### src/rtl/rsd_pkg.sv
// Shared types and constants for the record stream deframer.
`default_nettype none

package rsd_pkg;

  localparam int unsigned SizeBits = 29;
  localparam int unsigned FlagBits = 3;
  localparam logic [31:0] MagicReset = 32'hced7230a;
  localparam logic [FlagBits-1:0] FlagStart = 3'd1;
  localparam logic [FlagBits-1:0] FlagContinue = 3'd2;

  typedef enum logic [2:0] {
    PhHeader  = 3'b001,
    PhPayload = 3'b010,
    PhPad     = 3'b100
  } rsd_phase_e;

  typedef struct packed {
    logic [7:0] data_byte;
    logic       has_data;
    logic       record_end;
    logic       bad_magic;
  } rsd_res_t;

endpackage

`default_nettype wire

### src/rtl/rsd_parser.sv
// Per-byte header, payload and padding parser with its state registers.
`default_nettype none

module rsd_parser import rsd_pkg::*; (
  input  wire logic       clk_i,
  input  wire logic       rst_ni,
  input  wire logic       step_i,
  input  wire logic [7:0] byte_i,
  input  wire logic [31:0] magic_i,
  output logic            res_valid_o,
  output rsd_res_t        res_o
);

  rsd_phase_e          phase_q, phase_d;
  logic [2:0]          cnt_q, cnt_d;
  logic [63:0]         shift_q, shift_d;
  logic [SizeBits-1:0] rem_q, rem_d;
  logic [1:0]          pad_q, pad_d;
  logic                more_q, more_d;

  logic [63:0]         hdr_next;
  logic [31:0]         hdr_magic;
  logic [SizeBits-1:0] hdr_size;
  logic [FlagBits-1:0] hdr_flag;
  logic                hdr_more;

  assign hdr_next  = {byte_i, shift_q[63:8]};
  assign hdr_magic = hdr_next[31:0];
  assign hdr_size  = hdr_next[32 +: SizeBits];
  assign hdr_flag  = hdr_next[63 -: FlagBits];
  assign hdr_more  = (hdr_flag == FlagStart) || (hdr_flag == FlagContinue);

  always_comb begin
    phase_d     = phase_q;
    cnt_d       = cnt_q;
    shift_d     = shift_q;
    rem_d       = rem_q;
    pad_d       = pad_q;
    more_d      = more_q;
    res_valid_o = 1'b0;
    res_o       = '0;
    if (step_i) begin
      unique case (phase_q)
        PhPayload: begin
          rem_d             = rem_q - SizeBits'(1);
          res_valid_o       = 1'b1;
          res_o.data_byte   = byte_i;
          res_o.has_data    = 1'b1;
          if (rem_d == '0) begin
            res_o.record_end = ~more_q;
            phase_d          = (pad_q != 2'd0) ? PhPad : PhHeader;
          end
        end
        PhPad: begin
          pad_d = pad_q - 2'd1;
          if (pad_d == 2'd0) begin
            phase_d = PhHeader;
          end
        end
        default: begin
          phase_d = PhHeader;
          shift_d = hdr_next;
          if (cnt_q != 3'd7) begin
            cnt_d = cnt_q + 3'd1;
          end else begin
            cnt_d = 3'd0;
            if (hdr_magic != magic_i) begin
              more_d          = 1'b0;
              res_valid_o     = 1'b1;
              res_o.bad_magic = 1'b1;
            end else begin
              more_d = hdr_more;
              pad_d  = 2'd0 - hdr_size[1:0];
              rem_d  = hdr_size;
              if (hdr_size != '0) begin
                phase_d = PhPayload;
              end else if (!hdr_more) begin
                res_valid_o      = 1'b1;
                res_o.record_end = 1'b1;
              end
            end
          end
        end
      endcase
    end
  end

  always_ff @(posedge clk_i or negedge rst_ni) begin
    if (!rst_ni) begin
      phase_q <= PhHeader;
      cnt_q   <= 3'd0;
      shift_q <= '0;
      rem_q   <= '0;
      pad_q   <= 2'd0;
      more_q  <= 1'b0;
    end else begin
      phase_q <= phase_d;
      cnt_q   <= cnt_d;
      shift_q <= shift_d;
      rem_q   <= rem_d;
      pad_q   <= pad_d;
      more_q  <= more_d;
    end
  end

endmodule

`default_nettype wire

### src/rtl/rsd_out_reg.sv
// Result register that holds one result until the receiver takes it.
`default_nettype none

module rsd_out_reg import rsd_pkg::*; (
  input  wire logic     clk_i,
  input  wire logic     rst_ni,
  input  wire logic     load_i,
  input  wire rsd_res_t res_i,
  output logic          space_o,
  output logic          valid_o,
  input  wire logic     ready_i,
  output rsd_res_t      res_o
);

  logic     valid_q, valid_d;
  rsd_res_t res_q;

  assign space_o = ~valid_q | ready_i;
  assign valid_o = valid_q;
  assign res_o   = res_q;

  always_comb begin
    valid_d = valid_q & ~ready_i;
    if (load_i) begin
      valid_d = 1'b1;
    end
  end

  always_ff @(posedge clk_i or negedge rst_ni) begin
    if (!rst_ni) begin
      valid_q <= 1'b0;
    end else begin
      valid_q <= valid_d;
    end
  end

  always_ff @(posedge clk_i) begin
    if (load_i) begin
      res_q <= res_i;
    end
  end

endmodule

`default_nettype wire

### src/rtl/recordio_stream_deframer.sv
// Top level of the record stream deframer.
//
// Input bytes arrive on a valid/ready channel, one byte per transfer. Each
// record starts with an eight-byte little-endian header: a magic word that
// must match the configured value, then a word with a 29-bit size and a
// 3-bit flag. Payload bytes leave on the output channel with has_data set;
// the last byte of a logical record carries record_end (a data-less result
// does if the last header has size zero). Padding to a four-byte boundary
// is dropped, and a bad magic word gives one result with bad_magic set,
// after which a fresh header is parsed. Each accepted byte is parsed in
// the cycle of its transfer and its result, if any, appears in the result
// register in the next cycle. One byte can be accepted every cycle. While
// a result waits there and the receiver stalls, input is held off; when
// the receiver takes the result, a new byte is accepted in the same cycle.
// Reset empties the result register, returns the parser to the header
// phase and loads the default magic word. The magic register is written
// with cfg_we_i and should only change while the block is idle.
`default_nettype none

module recordio_stream_deframer import rsd_pkg::*; (
  input  wire logic        clk_i,
  input  wire logic        rst_ni,
  input  wire logic        cfg_we_i,
  input  wire logic [31:0] cfg_data_i,
  input  wire logic        in_valid_i,
  output logic             in_ready_o,
  input  wire logic [7:0]  stream_byte_i,
  output logic             out_valid_o,
  input  wire logic        out_ready_i,
  output logic [7:0]       data_byte_o,
  output logic             has_data_o,
  output logic             record_end_o,
  output logic             bad_magic_o
);

  logic [31:0] magic_q;
  logic        step;
  logic        res_valid;
  rsd_res_t    res;
  rsd_res_t    out_res;

  always_ff @(posedge clk_i or negedge rst_ni) begin
    if (!rst_ni) begin
      magic_q <= MagicReset;
    end else if (cfg_we_i) begin
      magic_q <= cfg_data_i;
    end
  end

  assign step = in_valid_i & in_ready_o;

  rsd_parser u_parser (
    .clk_i       (clk_i),
    .rst_ni      (rst_ni),
    .step_i      (step),
    .byte_i      (stream_byte_i),
    .magic_i     (magic_q),
    .res_valid_o (res_valid),
    .res_o       (res)
  );

  rsd_out_reg u_out_reg (
    .clk_i   (clk_i),
    .rst_ni  (rst_ni),
    .load_i  (step & res_valid),
    .res_i   (res),
    .space_o (in_ready_o),
    .valid_o (out_valid_o),
    .ready_i (out_ready_i),
    .res_o   (out_res)
  );

  assign data_byte_o  = out_res.data_byte;
  assign has_data_o   = out_res.has_data;
  assign record_end_o = out_res.record_end;
  assign bad_magic_o  = out_res.bad_magic;

  a_bad_magic_alone : assert property (@(posedge clk_i) disable iff (!rst_ni)
    out_valid_o && bad_magic_o |-> !has_data_o && !record_end_o && data_byte_o == 8'd0)
    else $error("bad_magic result carries other fields");

  a_empty_is_end : assert property (@(posedge clk_i) disable iff (!rst_ni)
    out_valid_o && !has_data_o |-> (record_end_o != bad_magic_o) && data_byte_o == 8'd0)
    else $error("result without data is neither end marker nor error");

  a_data_not_bad : assert property (@(posedge clk_i) disable iff (!rst_ni)
    out_valid_o && has_data_o |-> !bad_magic_o)
    else $error("payload result flagged as bad magic");

endmodule

`default_nettype wire
### config.mk
export PLATFORM = sky130hd
export DESIGN_NAME = recordio_stream_deframer
export DESIGN_NICKNAME = d
export VERILOG_FILES = /design/src/rtl/rsd_pkg.sv /design/src/rtl/rsd_parser.sv /design/src/rtl/rsd_out_reg.sv /design/src/rtl/recordio_stream_deframer.sv
export SDC_FILE = /design/constraint.sdc
export NUM_CORES = 1
export LEC_CHECK = 0
export BUFFER_PORTS_ARGS = -buffer_cell sky130_fd_sc_hd__buf_2
export CAP_MARGIN = 0
export CORE_ASPECT_RATIO = 2
export CORE_MARGIN = 1.5
export CORE_UTILIZATION = 54
export CTS_CLUSTER_DIAMETER = 120
export CTS_CLUSTER_SIZE = 20
export DETAILED_ROUTE_END_ITERATION = 12
export PLACE_DENSITY = 0.71
export SYNTH_ARGS = -nofsm -noshare
export SYNTH_HDL_FRONTEND = slang
export SYNTH_SLANG_ARGS = --single-unit
### constraint.sdc
create_clock -name clk_i -period 3 [get_ports clk_i]
set_input_delay 0 -clock clk_i [delete_from_list [all_inputs] [get_ports clk_i]]
set_output_delay 0 -clock clk_i [all_outputs]
set_load 0.005 [all_outputs]
==> results.sh <==
export IMPL_critPathRequiredTime_ps=3220
export IMPL_clk_latency_ps=410
export IMPL_ys_warn_count=0
export IMPL_fmax_mhz=347
export IMPL_htreeDepth=4
export IMPL_syn_avg_cell_area_sq_um=9.52
export IMPL_synth_area_sq_um=6930
export IMPL_synthFlopType="dfrtp_1"
export IMPL_portBuffers=57
export IMPL_post_route_drc_count=0
export IMPL_grt_pass1_vias=6024
export IMPL_cts_root_buf="clkbuf_16"
export IMPL_synth_most_common_cell="nand2_1"
export IMPL_syn_nets=780
export IMPL_hold_violations=0
export IMPL_overflow=0
export IMPL_period_minus_slack_ps=2880
export IMPL_crit_arrival_ps=3110
export IMPL_synthTopCellsByArea="dfrtp_1 (40%), nand2_1 (9.9%), dfstp_2 (6.4%)"
export IMPL_dp_cells=915
export IMPL_worstMarginPinSlew_ps=720
export IMPL_cts_hold_buf=43
export IMPL_endpoint_kind="flop"
export IMPL_min_path_type="primary input to async pin"
export IMPL_core_area_sq_um=12600
export IMPL_drv_slew=0
export IMPL_initial_core_util=0.552
export IMPL_async_flop_share=0.920
export IMPL_dp_hpwl_microns=13200
export IMPL_dr_pass1_iters=5
export IMPL_dp_slack_ps=200
export IMPL_dpl_cell_area_sq_um=7420
export IMPL_ys_seq_area_frac=0.509
export IMPL_dr_total_vias=5803
export IMPL_yosysTopAreaCell="dfrtp_1"
export IMPL_yosys_area_top_type_share=0.397
export IMPL_synthCells=728
export IMPL_clock_sinks=138
export IMPL_finalSetupTns_ps=0
export IMPL_clockBufferDepth=2
export IMPL_synth_distinct_cells=65
export IMPL_clk_pin_slew_worst_paths_ps=60
export IMPL_post_route_worst_setup_slack_ps=118
export IMPL_gr_max_usage_layer="met2"
export IMPL_vdd_drop_max_uv=450
export IMPL_dr_first_iter_drc_count=392
export IMPL_antenna_found_initial=0
export IMPL_stdcell_area_sq_um=8420
export IMPL_avgViaCountPerCell=5.86
export IMPL_rows=58
export IMPL_cts_resized_gates=0
export IMPL_power_density_nw_per_um2=608
export IMPL_p_leak_nw=3.90
export IMPL_synth_common_cells="nand2_1 (182), dfrtp_1 (110), nor2_1 (57), o21ai_0 (40), xnor2_1 (35)"
export IMPL_synth_edf_count=11
export IMPL_die_x_microns=83.1
export IMPL_slew_headroom=0.520
export IMPL_numCtsBuffers=17
export IMPL_postRouteWirelength_microns=19000
export IMPL_cp_max_fo=5
export IMPL_cap_viol_max_count=0
export IMPL_dieArea_sq_um=13600
export IMPL_cts_tree="yes"
export IMPL_die_h_microns=163
export IMPL_setup_viol=0
export IMPL_n_antenna_cell=0
export IMPL_use_met2=0.547
export IMPL_ios=58
export IMPL_crit_type="flop to flop"
export IMPL_status="complete, no violations"
export IMPL_grt_total_usage=0.290
export IMPL_min_period_over_period=0.961
export IMPL_skew_ps=7.82
export IMPL_grt_max_degree=95
export IMPL_use_met3=0.0445
export IMPL_grt_pass1_wl_microns=30400
export IMPL_stdcell_count=990
export IMPL_place_congestion=0.965
export IMPL_layout_nets=879
export IMPL_use_met1=0.294
export IMPL_rsz0062_at_grt="false"
export IMPL_wl_per_cell_microns=19.2
export IMPL_drive_gt1_frac=0.212
export IMPL_area_growth_pct=21.5
export IMPL_cp_start_kind="flop"
export IMPL_post_cts_buffers=0
export IMPL_drtAntennaViolNets=0
export IMPL_synth_seq_cells=138
layout make-up:
class,count,area (sq um)
Clock buffer,19,443
Sequential cell,138,3530
Multi-Input combinational cell,540,3210
Fill cell,994,4140
Inverter,10,37.5
Timing Repair Buffer,120,893
Tap cell,150,188
Clock inverter,13,120
placed cells by master, fill, tap and decap left out, types with 13 or more instances in the layout:
cell type / count
nor4_1: 18
clkbuf_16: 17
a21oi_1: 31
nor3_1: 13
buf_4: 19
nand2_1: 181
mux2_2: 32
nor2_1: 56
buf_2: 56
dfrtp_1: 110
o21ai_0: 40
xnor2_1: 35
dfstp_2: 17
dlygate4sd3_1: 43
cell families after synthesis:
logic type / Yosys count / share of synthesized area
flip-flops: 138 / 0.509
XOR/XNOR: 38 / 0.0480
multiplexers: 34 / 0.0549
adder cells (fa/ha/maj): 7 / 0.0126
AND/OR/NAND/NOR: 331 / 0.222
buffers and inverters: 50 / 0.0300
AO/OA/AOI/OAI: 130 / 0.123
final timing paths:
check | from | endpoint | slack [ps] | cells past startpoint
min in group clk_i | in_valid_i | u_out_reg.res_o[2] | 80 | 3
worst min-delay path | rst_ni | magic_q[11] | 80 | 2
max in group asynchronous | rst_ni | magic_q[16] | 2060 | 3
worst max register to register | u_parser.rem_q[21] | u_out_reg.res_o[1] | 120 | 8
worst min register to register | u_parser.cnt_q[1] | u_parser.cnt_q[1] | 490 | 2
worst max-delay path | u_parser.rem_q[21] | u_out_reg.res_o[1] | 120 | 8
stage by stage:
step | total power [mW] | util | hold WS [ps]
after global placement | 3.08 | 0.591 | -20.7
after CTS | 5.15 | 0.671 | 53.3
after global routing | 5.35 | 0.671 | 65.0
after detailed placement | 3.12 | 0.591 | -9.81
after floorplan | 2.81 | - | -296
final | 5.12 | 0.671 | 76.3
state kept, by name, indices dropped and copies added (netlist names), 2 cells and up:
| signal | flops |
|---|---|
| u_parser.phase_q | 3 |
| u_out_reg.res_o | 11 |
| u_parser.cnt_q | 3 |
| magic_q | 32 |
| u_parser.pad_q | 2 |
| u_parser.rem_q | 29 |
| u_parser.shift_q | 56 |
layer usage:
layer  part of all wire  wire, microns
met4              0.059           1120
met1               0.35           6720
met5                  0              0
met3              0.032            599
met2               0.56          10500
power by group:
part | switching, mW | internal (mW) | total [mW]
Combinational | 0.375 | 0.349 | 0.724
Sequential | 0.270 | 2.14 | 2.41
Clock | 0.818 | 1.17 | 1.98
worst max-delay path: stages (launching register included):
cell and delay, ps:
dfrtp_1 410, nor4_1 320, buf_4 190, nand3_1 70, or4_1 510, nor4_1 310, nand4b_1 230, or3_4 450
o41ai_2 200
Note: power is estimated with default switching activity, not from simulation.
